File: src/design/swp_pkg.sv
// Shared types, codes and coil tables for the window stepper positioner.
// No dependencies; imported by every module of the block.
`default_nettype none

package swp_pkg;

  localparam int PCT_W = 7;
  localparam int CFG_W = 16;
  localparam int REG_IDX_W = 3;

  localparam logic [PCT_W-1:0] PCT_FULL = 7'd100;

  localparam logic [1:0] OP_TICK  = 2'd0;
  localparam logic [1:0] OP_CALIB = 2'd1;
  localparam logic [1:0] OP_OPEN  = 2'd2;
  localparam logic [1:0] OP_CLOSE = 2'd3;

  localparam logic [2:0] MODE_IDLE      = 3'd0;
  localparam logic [2:0] MODE_CAL_CLOSE = 3'd1;
  localparam logic [2:0] MODE_CAL_OPEN  = 3'd2;
  localparam logic [2:0] MODE_OPENING   = 3'd3;
  localparam logic [2:0] MODE_CLOSING   = 3'd4;

  localparam logic [REG_IDX_W-1:0] REG_OPEN_FAST  = 3'd0;
  localparam logic [REG_IDX_W-1:0] REG_OPEN_SLOW  = 3'd1;
  localparam logic [REG_IDX_W-1:0] REG_CLOSE_FAST = 3'd2;
  localparam logic [REG_IDX_W-1:0] REG_CLOSE_SLOW = 3'd3;
  localparam logic [REG_IDX_W-1:0] REG_CALIB      = 3'd4;

  localparam logic [CFG_W-1:0] RST_OPEN_FAST  = 16'd5000;
  localparam logic [CFG_W-1:0] RST_OPEN_SLOW  = 16'd10000;
  localparam logic [CFG_W-1:0] RST_CLOSE_FAST = 16'd2500;
  localparam logic [CFG_W-1:0] RST_CLOSE_SLOW = 16'd5000;
  localparam logic [CFG_W-1:0] RST_CALIB      = 16'd5000;

  typedef struct packed {
    logic [CFG_W-1:0] open_fast;
    logic [CFG_W-1:0] open_slow;
    logic [CFG_W-1:0] close_fast;
    logic [CFG_W-1:0] close_slow;
    logic [CFG_W-1:0] calib;
  } cfg_t;

  typedef struct packed {
    logic [1:0]       op;
    logic [PCT_W-1:0] percent;
    logic             limit_a;
    logic             limit_b;
  } item_t;

  typedef struct packed {
    logic [3:0]       coils;
    logic             busy;
    logic [PCT_W-1:0] position;
    logic [15:0]      travel;
  } res_t;

  function automatic logic [3:0] coil_pattern(input logic closing, input logic [2:0] ph);
    logic [3:0] pat;
    if (closing) begin
      unique case (ph)
        3'd0: pat = 4'h1;
        3'd1: pat = 4'h3;
        3'd2: pat = 4'h2;
        3'd3: pat = 4'h6;
        3'd4: pat = 4'h4;
        3'd5: pat = 4'hC;
        3'd6: pat = 4'h8;
        default: pat = 4'h9;
      endcase
    end else begin
      unique case (ph)
        3'd0: pat = 4'h8;
        3'd1: pat = 4'hC;
        3'd2: pat = 4'h4;
        3'd3: pat = 4'h6;
        3'd4: pat = 4'h2;
        3'd5: pat = 4'h3;
        3'd6: pat = 4'h1;
        default: pat = 4'h9;
      endcase
    end
    return pat;
  endfunction

endpackage

`default_nettype wire

File: src/design/swp_cfg.sv
// Dwell configuration registers of the window stepper positioner.
// Depends on swp_pkg for register indexes, reset values and cfg_t.
`default_nettype none

module swp_cfg
  import swp_pkg::*;
(
  input  wire logic                 clk,
  input  wire logic                 rst,
  input  wire logic                 wr_en,
  input  wire logic [REG_IDX_W-1:0] wr_index,
  input  wire logic [CFG_W-1:0]     wr_data,
  output cfg_t                      cfg
);

  always_ff @(posedge clk) begin
    if (rst) begin
      cfg.open_fast  <= RST_OPEN_FAST;
      cfg.open_slow  <= RST_OPEN_SLOW;
      cfg.close_fast <= RST_CLOSE_FAST;
      cfg.close_slow <= RST_CLOSE_SLOW;
      cfg.calib      <= RST_CALIB;
    end else if (wr_en) begin
      unique case (wr_index)
        REG_OPEN_FAST:  cfg.open_fast  <= wr_data;
        REG_OPEN_SLOW:  cfg.open_slow  <= wr_data;
        REG_CLOSE_FAST: cfg.close_fast <= wr_data;
        REG_CLOSE_SLOW: cfg.close_slow <= wr_data;
        REG_CALIB:      cfg.calib      <= wr_data;
        default: ;
      endcase
    end
  end

endmodule

`default_nettype wire

File: src/design/swp_core.sv
// Motion state of the window stepper positioner: mode, phase, dwell and cycle
// counters, position and travel. Depends on swp_pkg; produces the next result.
`default_nettype none

module swp_core
  import swp_pkg::*;
#(
  parameter int COUNT_WIDTH = 16,
  parameter int DWELL_WIDTH = 16
) (
  input  wire logic clk,
  input  wire logic rst,
  input  wire logic go,
  input  item_t     item,
  input  cfg_t      cfg,
  output res_t      res_next
);

  localparam int PW = COUNT_WIDTH + PCT_W;
  localparam int LW = (DWELL_WIDTH > CFG_W) ? DWELL_WIDTH : CFG_W;
  localparam logic [COUNT_WIDTH-1:0] CNT_MAX = '1;
  localparam logic [DWELL_WIDTH-1:0] DWL_MAX = '1;

  logic [2:0]             mode, mode_next;
  logic [2:0]             phase, phase_next;
  logic [DWELL_WIDTH-1:0] dwell, dwell_next;
  logic [COUNT_WIDTH-1:0] cycles, cycles_next;
  logic [PW-1:0]          prod, prod_next;
  logic [PCT_W-1:0]       pos, pos_next;
  logic [COUNT_WIDTH-1:0] travel, travel_next;
  logic [3:0]             coils, coils_next;

  logic                   idle;
  logic [PCT_W-1:0]       pct;
  logic [PCT_W:0]         pos_sum;
  logic [PW-1:0]          c100;
  logic [PW-1:0]          c125;
  logic                   move_done;
  logic                   slow;
  logic [CFG_W-1:0]       dwell_raw;
  logic [LW-1:0]          dwell_ext;
  logic [DWELL_WIDTH-1:0] dwell_lim;
  logic [2:0]             mode_b;
  logic                   start;
  logic [2:0]             start_mode;
  logic [PCT_W-1:0]       amount;

  assign idle = !(mode == MODE_CAL_CLOSE || mode == MODE_CAL_OPEN ||
                  mode == MODE_OPENING || mode == MODE_CLOSING);
  assign pct = (item.percent > PCT_FULL) ? PCT_FULL : item.percent;
  assign pos_sum = {1'b0, pos} + {1'b0, pct};

  // cycles >= prod/100 + 1 is the same as 100*cycles > prod
  assign c100 = (PW'(cycles) << 6) + (PW'(cycles) << 5) + (PW'(cycles) << 2);
  assign c125 = (PW'(cycles) << 7) - (PW'(cycles) << 1) - PW'(cycles);
  assign move_done = (c100 > prod) || (cycles == CNT_MAX);
  assign slow = (c125 >= prod);

  always_comb begin
    priority if (mode == MODE_OPENING) begin
      dwell_raw = slow ? cfg.open_slow : cfg.open_fast;
    end else if (mode == MODE_CLOSING) begin
      dwell_raw = slow ? cfg.close_slow : cfg.close_fast;
    end else begin
      dwell_raw = cfg.calib;
    end
  end

  assign dwell_ext = LW'(dwell_raw);
  assign dwell_lim = (dwell_ext > LW'(DWL_MAX)) ? DWL_MAX : dwell_ext[DWELL_WIDTH-1:0];

  always_comb begin
    mode_next   = mode;
    phase_next  = phase;
    dwell_next  = dwell;
    cycles_next = cycles;
    prod_next   = prod;
    pos_next    = pos;
    travel_next = travel;
    coils_next  = coils;
    mode_b      = mode;
    start       = 1'b0;
    start_mode  = MODE_OPENING;
    amount      = '0;

    if (item.op == OP_TICK) begin
      if (!idle) begin
        if (dwell == '0) begin
          if (mode == MODE_CAL_CLOSE && !item.limit_a) begin
            mode_b = MODE_CAL_OPEN;
          end
          if (mode_b == MODE_CAL_OPEN && !item.limit_b) begin
            mode_next = MODE_IDLE;
            pos_next  = PCT_FULL;
          end else if ((mode_b == MODE_OPENING || mode_b == MODE_CLOSING) && move_done) begin
            mode_next = MODE_IDLE;
          end else begin
            mode_next  = mode_b;
            phase_next = 3'd0;
            coils_next = coil_pattern(mode_b == MODE_CAL_CLOSE || mode_b == MODE_CLOSING,
                                      3'd0);
            dwell_next = DWELL_WIDTH'(1);
          end
        end else if (dwell < dwell_lim) begin
          dwell_next = dwell + DWELL_WIDTH'(1);
        end else if (phase == 3'd7) begin
          phase_next = 3'd0;
          dwell_next = '0;
          if (mode == MODE_CAL_OPEN) begin
            if (travel != CNT_MAX) travel_next = travel + COUNT_WIDTH'(1);
          end else if (mode == MODE_OPENING || mode == MODE_CLOSING) begin
            if (cycles != CNT_MAX) cycles_next = cycles + COUNT_WIDTH'(1);
          end
        end else begin
          phase_next = phase + 3'd1;
          coils_next = coil_pattern(mode == MODE_CAL_CLOSE || mode == MODE_CLOSING,
                                    phase + 3'd1);
          dwell_next = DWELL_WIDTH'(1);
        end
      end
    end else if (idle) begin
      unique case (item.op)
        OP_CALIB: begin
          mode_next   = MODE_CAL_CLOSE;
          phase_next  = 3'd0;
          dwell_next  = '0;
          cycles_next = '0;
          travel_next = '0;
        end
        OP_OPEN: begin
          start_mode = MODE_OPENING;
          if (pos_sum < {1'b0, PCT_FULL}) begin
            pos_next = pos_sum[PCT_W-1:0];
            amount   = pct;
            start    = 1'b1;
          end else if (pos != PCT_FULL) begin
            pos_next = PCT_FULL;
            amount   = PCT_FULL - pos;
            start    = 1'b1;
          end
        end
        OP_CLOSE: begin
          start_mode = MODE_CLOSING;
          if (pos > pct) begin
            pos_next = pos - pct;
            amount   = pct;
            start    = 1'b1;
          end else if (pos != '0) begin
            pos_next = '0;
            amount   = pos;
            start    = 1'b1;
          end
        end
        default: ;
      endcase
      if (start) begin
        mode_next   = start_mode;
        prod_next   = PW'(amount) * PW'(travel);
        cycles_next = '0;
        phase_next  = 3'd0;
        dwell_next  = '0;
      end
    end
  end

  always_ff @(posedge clk) begin
    if (rst) begin
      mode   <= MODE_CAL_CLOSE;
      phase  <= '0;
      dwell  <= '0;
      cycles <= '0;
      prod   <= '0;
      pos    <= '0;
      travel <= '0;
      coils  <= '0;
    end else if (go) begin
      mode   <= mode_next;
      phase  <= phase_next;
      dwell  <= dwell_next;
      cycles <= cycles_next;
      prod   <= prod_next;
      pos    <= pos_next;
      travel <= travel_next;
      coils  <= coils_next;
    end
  end

  assign res_next.coils    = coils_next;
  assign res_next.busy     = (mode_next == MODE_CAL_CLOSE || mode_next == MODE_CAL_OPEN ||
                              mode_next == MODE_OPENING || mode_next == MODE_CLOSING);
  assign res_next.position = pos_next;
  assign res_next.travel   = 16'(travel_next);

endmodule

`default_nettype wire

File: src/design/stepper_window_positioner.sv
// Top level of the half-step window stepper positioner: input register,
// result register and handshakes. Depends on swp_pkg, swp_cfg and swp_core.
//
//   channel  | handshake          | payload
//   ---------+--------------------+-------------------------------------------
//   in       | in_valid/in_stall  | op, percent, limit_a, limit_b
//   out      | out_valid/out_stall| coils, busy_res, position, travel_steps
//   config   | wr_en              | wr_index, wr_data
//
// One request enters per cycle while the result is not stalled; it passes the input
// register and the result register, with the state update between them.
// Reset starts a calibration closing run with all coils off and default dwells.
// A stalled result holds the state update; the input register still takes one
// more request while the result waits, if it holds none.
`default_nettype none

module stepper_window_positioner
  import swp_pkg::*;
#(
  parameter int COUNT_WIDTH = 16,
  parameter int DWELL_WIDTH = 16
) (
  input  wire logic                 clk,
  input  wire logic                 rst,
  input  wire logic                 in_valid,
  output logic                      in_stall,
  input  wire logic [1:0]           op,
  input  wire logic [PCT_W-1:0]     percent,
  input  wire logic                 limit_a,
  input  wire logic                 limit_b,
  output logic                      out_valid,
  input  wire logic                 out_stall,
  output logic [3:0]                coils,
  output logic                      busy_res,
  output logic [PCT_W-1:0]          position,
  output logic [15:0]               travel_steps,
  input  wire logic                 wr_en,
  input  wire logic [REG_IDX_W-1:0] wr_index,
  input  wire logic [CFG_W-1:0]     wr_data
);

  cfg_t  cfg;
  item_t item;
  res_t  res_next;
  logic  item_valid;
  logic  advance;
  logic  go;
  logic  take;

  assign advance  = !out_valid || !out_stall;
  assign go       = item_valid && advance;
  assign in_stall = item_valid && !advance;
  assign take     = in_valid && !in_stall;

  swp_cfg u_cfg (
    .clk      (clk),
    .rst      (rst),
    .wr_en    (wr_en),
    .wr_index (wr_index),
    .wr_data  (wr_data),
    .cfg      (cfg)
  );

  swp_core #(
    .COUNT_WIDTH (COUNT_WIDTH),
    .DWELL_WIDTH (DWELL_WIDTH)
  ) u_core (
    .clk      (clk),
    .rst      (rst),
    .go       (go),
    .item     (item),
    .cfg      (cfg),
    .res_next (res_next)
  );

  always_ff @(posedge clk) begin
    if (rst) begin
      item_valid <= 1'b0;
      out_valid  <= 1'b0;
    end else begin
      if (take) begin
        item_valid <= 1'b1;
      end else if (go) begin
        item_valid <= 1'b0;
      end
      if (go) begin
        out_valid <= 1'b1;
      end else if (!out_stall) begin
        out_valid <= 1'b0;
      end
    end
  end

  always_ff @(posedge clk) begin
    if (take) begin
      item.op      <= op;
      item.percent <= percent;
      item.limit_a <= limit_a;
      item.limit_b <= limit_b;
    end
    if (go) begin
      coils        <= res_next.coils;
      busy_res     <= res_next.busy;
      position     <= res_next.position;
      travel_steps <= res_next.travel;
    end
  end

endmodule

`default_nettype wire
File: config.mk
export PLATFORM = sky130hd
export DESIGN_NAME = stepper_window_positioner
export DESIGN_NICKNAME = d
export VERILOG_FILES = /design/src/design/swp_pkg.sv /design/src/design/swp_cfg.sv /design/src/design/swp_core.sv /design/src/design/stepper_window_positioner.sv
export SDC_FILE = /design/constraint.sdc
export NUM_CORES = 1
export LEC_CHECK = 0
export ABC_AREA = 0
export BUFFER_PORTS_ARGS = -buffer_cell sky130_fd_sc_hd__buf_2
export CAP_MARGIN = 20
export CORE_AREA = 3 3 236 238
export CTS_CLUSTER_SIZE = 40
export DETAILED_ROUTE_END_ITERATION = 10
export DIE_AREA = 0 0 239 241
export PLACE_DENSITY = 0.5
export SKIP_CTS_REPAIR_TIMING = 1
export SLEW_MARGIN = 20
export SYNTH_ARGS = -nofsm -noshare
export SYNTH_HDL_FRONTEND = slang
export SYNTH_SLANG_ARGS = --single-unit
File: constraint.sdc
create_clock -name clk -period 10.11 [get_ports clk]
set_input_delay 2.022 -clock clk [delete_from_list [all_inputs] [get_ports clk]]
set_output_delay 2.022 -clock clk [all_outputs]
set_load 0.1 [all_outputs]
# Word-level counts from Yosys, hierarchy flattened
# Cells that the tools add are included.
dict set report word_totals {
  register_bits 209
  wordCells 221
  out_inout_bits 30
}
dict set report op_classes {
  bitwise 2
  n_eq_ne 42
  order_cmp 7
  n_mul 1
  n_addsub 11
  mux 95
  reduce_logical 40
}
# operator n
set op_table {}
lappend op_table {{16-bit 2-to-1 mux} 31}
lappend op_table {{7-bit 2-to-1 mux} 16}
lappend op_table {{3-bit 2-to-1 mux} 23}
lappend op_table {{4-bit one-hot mux with 7 select lines} 2}
lappend op_table {{16-bit by 1-bit adder with 16-bit output, second input constant} 3}
lappend op_table {{4-bit 2-to-1 mux} 9}
lappend op_table {{16-bit inequality test, second input constant} 2}
lappend op_table {{3-bit by 2-bit equality test with 1-bit output, second input constant} 10}
lappend op_table {{7-bit one-hot mux with 2 select lines} 2}
lappend op_table {{3-bit equality test, second input constant} 8}
lappend op_table {{22-bit by 21-bit adder with 23-bit output} 1}
lappend op_table {{23-bit by 18-bit adder with 23-bit output} 1}
lappend op_table {{23-bit greater-or-equal comparator} 1}
lappend op_table {{23-bit greater-than comparator} 1}
lappend op_table {{7-bit by 16-bit multiplier with 23-bit output} 1}
lappend op_table {{23-bit by 16-bit subtractor with 23-bit output} 1}
lappend op_table {{23-bit by 17-bit subtractor with 23-bit output} 1}
lappend op_table {{16-bit equality test, second input constant} 1}
lappend op_table {{16-bit greater-than comparator, second input constant} 1}
lappend op_table {{16-bit zero test} 1}
lappend op_table {{16-bit < comparator} 1}
lappend op_table {{3-bit by 1-bit equality test with 1-bit output, second input constant} 5}
lappend op_table {{2-bit inequality test, second input constant} 7}
lappend op_table {{1-bit logical OR} 12}
lappend op_table {{other kinds (27)} 57}

# Logic depth before layout (Yosys ltp)
# Gate-level depths: netlist of run 1.
dict set report depth {
  word_depth 18
  ltp_mapped 33
  ltp_nobuf 32
}

# Hierarchy
# From an unflattened synthesis of run 1, not the netlist that was laid out.
dict set report unflattened {
  hier_cells 2120
  hier_area_um2 18497.7
}
# mod area_per_inst_um2 cells_per_inst instances
set by_module_without_submodules {}
lappend by_module_without_submodules {swp_core 14067.2 1777 1}
lappend by_module_without_submodules {swp_cfg 3173.0 294 1}
lappend by_module_without_submodules {stepper_window_positioner 1257.5 49 1}

# Least setup slack after synthesis of run 1
# Ideal clock, no wire load.
dict set report synth_path {
  path_type {register to register}
  start {register, netlist name item[7]}
  end {register u_core.prod[20]}
  path_stages_with_launch 33
  required_ns 10.023
  setup_ns 0.087
  arrival_time_ns 7.505
  path_buffers 2
  slack_ns 2.518
  cell_sequence {edfxtp_1 nand2_1 a21oi_1 nand2b_1 inv_1 fa_1 a21oi_1 o211ai_2 xor2_1 a311oi_4 buf_6 mux2_2 nor2_1 a31oi_1 o211a_1 buf_2 and2_1 fa_1 fa_1 fa_1 inv_1 fa_1 inv_1 ha_1 o21a_1 o21ai_0 a22oi_1 a2111oi_0 nor2_1 a41oi_1 nand2b_1 xnor2_1 o31ai_1}
}
dict set report synth_via {
  elab_chain_len 9
}
# item line
set synth_rtl {}
lappend synth_rtl {{7-bit greater-than comparator} swp_core.sv:50} ;# assign pct = (item.percent > PCT_FULL) ? PCT_FULL : item.percent;
lappend synth_rtl {{7-bit 2-to-1 mux (*)} swp_core.sv:50}
lappend synth_rtl {{7-bit by 7-bit adder with 8-bit output} swp_core.sv:51} ;# assign pos_sum = {1'b0, pos} + {1'b0, pct};
lappend synth_rtl {{8-bit by 7-bit < comparator with 1-bit output} swp_core.sv:132} ;# if (pos_sum < {1'b0, PCT_FULL}) begin
lappend synth_rtl {{7-bit 2-to-1 mux / 1-bit 2-to-1 mux (equally long branches)} swp_core.sv:132}
lappend synth_rtl {{7-bit one-hot mux with 2 select lines / 1-bit one-hot mux with 2 select lines (equally long branches)} swp_core.sv:122} ;# unique case (item.op)
lappend synth_rtl {{7-bit 2-to-1 mux / 1-bit 2-to-1 mux (equally long branches)} swp_core.sv:121} ;# end else if (idle) begin
lappend synth_rtl {{7-bit 2-to-1 mux / 1-bit 2-to-1 mux (equally long branches)} swp_core.sv:86} ;# if (item.op == OP_TICK) begin
lappend synth_rtl {{7-bit by 16-bit multiplier with 23-bit output / 4-bit AND reduction (equally long branches)} --}
lappend synth_rtl {{end signal, assigned} swp_core.sv:181} ;# prod <= prod_next;
lappend synth_rtl {{end, declared} swp_core.sv:28} ;# logic [PW-1:0] prod, prod_next;
# Mark *: on every way between the ends. The rest lies on a longest branch, timed or not. The select of a mux whose other input is x is not followed.
# A chain may end at the register's enable or synchronous reset.

# Worst setup path in the final report of run 1
dict set report layout_path {
  start {register, netlist name item[7]}
  end {register u_core.prod[22]}
}
dict set report layout_via {
  elab_chain_len 9
}
# item line
set layout_rtl {}
lappend layout_rtl {{7-bit greater-than comparator} swp_core.sv:50}
lappend layout_rtl {{7-bit 2-to-1 mux (*)} swp_core.sv:50}
lappend layout_rtl {{7-bit by 7-bit adder with 8-bit output} swp_core.sv:51}
lappend layout_rtl {{8-bit by 7-bit < comparator with 1-bit output} swp_core.sv:132}
lappend layout_rtl {{7-bit 2-to-1 mux / 1-bit 2-to-1 mux (equally long branches)} swp_core.sv:132}
lappend layout_rtl {{7-bit one-hot mux with 2 select lines / 1-bit one-hot mux with 2 select lines (equally long branches)} swp_core.sv:122}
lappend layout_rtl {{7-bit 2-to-1 mux / 1-bit 2-to-1 mux (equally long branches)} swp_core.sv:121}
lappend layout_rtl {{7-bit 2-to-1 mux / 1-bit 2-to-1 mux (equally long branches)} swp_core.sv:86}
lappend layout_rtl {{7-bit by 16-bit multiplier with 23-bit output / 4-bit AND reduction (equally long branches)} --}
# Marked as above.

==> out/metrics.csv, run 1 <==
metric,value,unit
drt-initial-drc-count,931,
fp.coreArea,0.0538,mm²
grt_setup_unrepaired,no,
placed_cells,2866,
hold_path_class,flop to flop,
hpwlAfterDp,38.6,mm
hold_end,u_cfg.cfg[59],
io_buffers,64,
clkTransAtPathRegs,0.05,ns
start_util,33.8,%
root_buffer,clkbuf_16,
clock-sinks,209,
crit_path_frequent_cell,fa_1,
gp_congestion,0.897,
rr_startpoint,item[7],
cts_buffer_depth,3,
end_kind,flop,
via_per_inst,5.42,
status,"complete, no violations",
synth_top_area_share,18.7,%
instances_no_fill,2914,
grt_usage,18.2,%
synth.distinct_cells,97,
fin_crit,8.94,ns
ant_nets,0,
final_layout_size_suffix_gt1_share,7.08,%
slowest_delay,0.55,ns
hold_violations,0,
ir_worst_vdd,0.105,mV
rr_endpoint,u_core.prod[22],
wl_per_cell,18.0,µm
cp-startpoint,item[7],
dr.pass1.iters,5,
syn_area,0.0182,mm²
path_class,flop to flop,
cp_max_fo,18,
diodes,0,
ys.flop_type,dfxtp_1,
yosys.area.top_type,dfxtp_1,
area_growth,9.37,%
overflow,0,
die_h,241,µm
num_vias,15800,
max_freq,112,MHz
clock_skew,0.0162,ns
worstPathRequired,10.50,ns
finalSetupViolations,0,
cp_slowest_cell,a2111oi_0,
arrival,9.33,ns
drc,0,
die_x,239,µm
slew_viol_final,0,
cts_tree,yes,
worst_hold_path.num_cells,2,
ys_seq_elements,209,
reg2reg_depth,31,
fill_cells,5571,
yosysSeqAreaShare,25.1,%
relSlewSlack,35.3,%
worst_pin_slew,0.969,ns
maxCapViolations,0,
clkLatencyLatePin,0.55,ns
start_kind,flop,
grt_max_degree,66,
r2r_slack,1.17,ns
grt_pass1_vias,15500,
min_from,u_cfg.cfg[59],
dieArea,0.0576,mm²
yosys_warnings,0,
synth_edf_count,39,
async_flop_share,0,%
fin_tns_setup,0,ns
leakagePower,0.00828,µW
ioPinCount,65,
synth_fp_nets,2521,
antenna_found_initial,0,
wirelength,52.5,mm
cts_buffers,27,
cts-htree-levels,1,
rows,85,
post-route-period-util,88.4,%
nets,2516,
netlist_instances,2204,
grt_pass1_wl,84.6,mm
power_density,105,mW/mm²
syn_area_per_cell,8.26,µm²
synth.top_cells.by_area,"dfxtp_1 19%, ha_1 13%, fa_1 10%",
area by class of cell:
cell class,count,area [µm²],share of cell area [%]
repair buffers,74,398,2.00
inverters,162,609,3.06
clock buffers,39,801,4.02
multi-input cells,1725,12600,63.2
clock inverters,9,77.6,0.390
well taps,696,871,4.37
flip-flops and latches,209,4570,23.0
through the flow:
step | setup slack [ns] | utilization (%) | hold slack, ns | instance area (µm²) | power (µW)
final | 1.17 | 37.0 | 0.452 | 19900 | 2100
after global placement | 1.47 | 35.3 | 0.441 | 19000 | 1170
after CTS | 1.26 | 37.0 | 0.454 | 19900 | 2130
after detailed placement | 1.28 | 35.3 | 0.446 | 19000 | 1170
after floorplan | 2.52 | - | 0.432 | 18200 | 1090
after global routing | 0.515 | 37.0 | 0.470 | 19900 | 2180
critical path: cells and delay by family (launching register included):
family          cells  cell delay (ns)
buf+inv             4             0.53
flops               1             0.43
simple gates        5             0.87
fa+ha+maj           6             2.95
xor+xnor            1             0.16
mux                 1             0.35
compound gates     14             3.48
layer usage:
metal,up-vias,GRT usage [%],part of all wire [%]
li1,7744,-,-
met1,7642,24.6,47
met2,325,31.4,47
met3,73,1.78,4.1
met4,0,4.54,2.3
met5,-,0,0
layout by cell type (no fill, tap or decap), types with 11 or more instances in the layout:
cell type and n:
nor2b_1 57, a21o_1 26, o31ai_1 29, nand4_1 23, dfxtp_1 170, o21ai_0 71
and3_1 24, nor3_1 34, o22ai_1 22, buf_2 63, o21a_1 16, mux2i_1 36
a211oi_1 15, xor2_1 14, buf_4 11, o211ai_1 18, fa_1 93, inv_1 159
nand2_1 330, nor4_1 13, or4_1 27, edfxtp_1 39, or3_1 15, a31oi_1 18
ha_1 189, nor2_1 90, nand3_1 75, clkbuf_16 27, nand2b_1 35, a21oi_1 220
and2_1 42, xnor2_1 46
cells in the mapped netlist, types with 26 or more instances:
cell,instances
dfxtp_1,170
inv_1,160
nand3_1,75
o21ai_0,71
edfxtp_1,39
a21o_1,26
nand2_1,330
or4_1,27
xnor2_1,46
nand2b_1,35
a21oi_1,220
and2_1,42
ha_1,189
nor2b_1,58
fa_1,93
nor2_1,92
o31ai_1,29
nor3_1,34
mux2i_1,36
clkbuf_1,76
report_power, final:
| group | internal (µW) | switching [µW] |
|---|---|---|
| combinational | 74.2 | 194 |
| clock | 571 | 371 |
| sequential | 868 | 17.1 |
| total | 1510 | 582 |
how the worst max path moves through the flow:
stage                 endpoint  slack [ns]  cells past startpoint
3_5_place_dp   u_core.prod[20]        1.28                     31
5_1_grt        u_core.prod[20]        0.51                     31
6_report       u_core.prod[22]        1.17                     31
4_1_cts        u_core.prod[22]        1.26                     31
2_1_floorplan  u_core.prod[20]        2.52                     32
3_3_place_gp   u_core.prod[22]        1.47                     31
kinds of logic (layout without fill, tap and decap cells):
logic type / count (synthesis) / after routing / share of synthesized area [%]
and+or+nand+nor: 814 / 814 / 22.3
AOI/OAI and AO/OA: 531 / 531 / 18.5
adders and majority gates: 282 / 282 / 23.2
buffers and inverters: 270 / 284 / 5.88
DFF: 209 / 209 / 25.1
xor gates and xnor gates: 60 / 60 / 2.89
muxes: 38 / 38 / 2.10
registers in the layout, summed over array words and instances, names as in the netlist, 3 cells and up:
register       flops
u_core.cycles     16
position           7
u_core.dwell      16
travel_steps      16
coils              4
u_cfg.cfg         80
u_core.prod       23
u_core.mode        3
u_core.coils       4
u_core.travel     16
item              11
u_core.pos         7
u_core.phase       3
Power figures use the tool's default switching activity.
==> run 2: changes to the inputs <==
--- a/config.mk
+++ b/config.mk
@@ -14,7 +14,7 @@
 export DIE_AREA = 0 0 239 241
 export PLACE_DENSITY = 0.5
 export SKIP_CTS_REPAIR_TIMING = 1
-export SLEW_MARGIN = 20
+export SLEW_MARGIN = 10
 export SYNTH_ARGS = -nofsm -noshare
 export SYNTH_HDL_FRONTEND = slang
 export SYNTH_SLANG_ARGS = --single-unit
==> constraint.sdc (replaced) <==
create_clock -name clk -period 10.11 [get_ports clk]
set_input_delay 0.5055 -clock clk [delete_from_list [all_inputs] [get_ports clk]]
set_output_delay 0.5055 -clock clk [all_outputs]
set_load 0.1 [all_outputs]
==> run 2 against run 1 <==
Net effect: first-iteration DRC count shrank 7.1%; largest power group unchanged; maximum frequency shrank 0.31%; power is essentially flat; non-clock buffer count grew 2; highest routed layer unchanged; cell area grew 0.12%; core utilization is essentially flat; sequential power is essentially flat; worst hold slack lost 0.32 ns; clock skew is essentially flat; setup slack lost 0.028 ns.
==> out/metrics.csv, run 2 (same netlist as run 1, synthesis figures left out) <==
metric,value,unit,change
worst_pin_slew,1.03,ns,+0.0654 ns
die_x,239,µm,unchanged
rows,85,,unchanged
instances_no_fill,2916,,+0.069%
cts_buffer_depth,3,,unchanged
placed_cells,2866,,unchanged
reg_top3,"u_cfg.cfg (80), u_core.prod (23)",,
final_layout_size_suffix_gt1_share,7.12,%,+0.039 points
power_density,105,mW/mm²,about the same
crit_path_frequent_cell,fa_1,,
ir_worst_vdd,0.106,mV,+0.44%
clkTransAtPathRegs,0.05,ns,about the same
via_per_inst,5.42,,about the same
hpwlAfterDp,38.6,mm,unchanged
regMostFlops,u_cfg.cfg,,
ioPinCount,65,,unchanged
cts_tree,yes,,
drc,0,,unchanged
cts_buffers,27,,unchanged
cp_slowest_cell,a2111oi_0,,
setup_ws,1.14,ns,-0.0280 ns
whs,0.137,ns,-0.316 ns
hold_violations,0,,unchanged
power.total,2100,µW,about the same
io_buffers,64,,unchanged
start_util,33.8,%,unchanged
hold_path_class,primary input to flop,,
fill_cells,5565,,-0.11%
cp_max_fo,18,,unchanged
area_growth,9.50,%,
pre_cts_slack,1.28,ns,unchanged
grt_usage,18.2,%,unchanged
clkLatencyLatePin,0.55,ns,about the same
status,"complete, no violations",,
antenna_found_initial,0,,unchanged
dr.pass1.iters,5,,unchanged
die_h,241,µm,unchanged
relSlewSlack,30.7,%,-4.6 points
multi_input_area,0.0126,mm²,about the same
clock_skew,0.0159,ns,-0.000257 ns
grt_pass1_wl,84.6,mm,unchanged
grt_setup_unrepaired,no,,
fin_tns_setup,0,ns,unchanged
ant_nets,0,,unchanged
arrival,9.36,ns,+0.03 ns
fp.coreArea,0.0538,mm²,unchanged
largest_reg_flops,80,,unchanged
grt_max_degree,66,,unchanged
dieArea,0.0576,mm²,unchanged
fin_crit,8.97,ns,+0.0280 ns
seqCellArea,0.00457,mm²,unchanged
root_buffer,clkbuf_16,,
end_kind,flop,,
overflow,0,,unchanged
worstPathRequired,10.50,ns,about the same
gp_congestion,0.897,,unchanged
drt-initial-drc-count,865,,-7.1%
post-route-period-util,88.7,%,+0.28 points
use_met2,31.4,%,unchanged
use_met3,1.78,%,unchanged
slew_viol_final,0,,unchanged
finalSetupViolations,0,,unchanged
num_vias,15800,,+0.051%
leakagePower,0.00830,µW,+0.16%
grt_util_met1,24.6,%,unchanged
clock-sinks,209,,unchanged
nets,2518,,+0.079%
wl_per_cell,18.0,µm,-0.13%
final_cell_mix,"330 x nand2_1, 220 x a21oi_1, 189 x ha_1, 170 x dfxtp_1, 159 x inv_1",,
max_freq,111,MHz,-0.31%
path_class,flop to flop,,
grt.busiest_layer,met2,,
grt_pass1_vias,15500,,unchanged
slowest_delay,0.58,ns,+0.03 ns
cts-htree-levels,1,,unchanged
start_kind,flop,,
diodes,0,,unchanged
mostFrequentLayoutCell,nand2_1,,
maxCapViolations,0,,unchanged
wirelength,52.5,mm,about the same
-- run 2: cell types whose count changed in the layout (fill, tap and decap cells not counted) --
cell | previous run | this run
buf_12 | 0 | 1
buf_4 | 11 | 12
clkinv_2 | 3 | 2
inv_2 | 1 | 2
nor2b_1 | 57 | 58
nor2b_2 | 2 | 1
-- run 2: report_power, final --
group | total (µW) | leakage [µW] | switching [µW] | internal, µW
Clock | 941 | 0.000429 | 370 | 571
Combinational | 270 | 0.00612 | 195 | 75.3
Sequential | 885 | 0.00175 | 17.2 | 868
-- run 2: routing by layer --
layer,wire length (µm),vias to the layer above
li1,-,7747
met1,24400,7645
met2,24700,333
met3,2230,67
met4,1170,0
met5,0,-
-- run 2: worst paths after layout --
| path | from | to | slack (ns) | cells after the start |
|---|---|---|---|---|
| max | item[7] | u_core.prod[22] | 1.14 | 31 |
| min | percent[1] | item[3] | 0.14 | 1 |
| max reg2reg | item[7] | u_core.prod[22] | 1.14 | 31 |
| min reg2reg | u_cfg.cfg[59] | u_cfg.cfg[59] | 0.45 | 2 |
-- run 2: critical path, delay by kind of cell (launching register included) --
kind / cells / cell delay [ns]
AO/OA/AOI/OAI: 14 / 3.49
adder cells (fa/ha/maj): 6 / 2.95
AND/OR/NAND/NOR: 5 / 0.87
buffers and inverters: 4 / 0.53
flip-flops: 1 / 0.44
multiplexers: 1 / 0.35
XOR/XNOR: 1 / 0.16
-- run 2: stage by stage --
stage / cell area, µm² / utilization (%)
6_report: 19900 / 37.0
5_1_grt: 19900 / 37.0
4_1_cts: 19900 / 37.0
3_5_place_dp: 19000 / 35.3
3_3_place_gp: 19000 / 35.3
2_1_floorplan: 18200 / -
-- run 2: cell type report --
cell class                 count  area share, %
multi-input combinational   1725           63.1
sequential                   209           23.0
tap                          696           4.37
clock buffer                  39           4.02
inverter                     162           3.05
timing repair buffer          76           2.13
clock inverter                 9          0.389
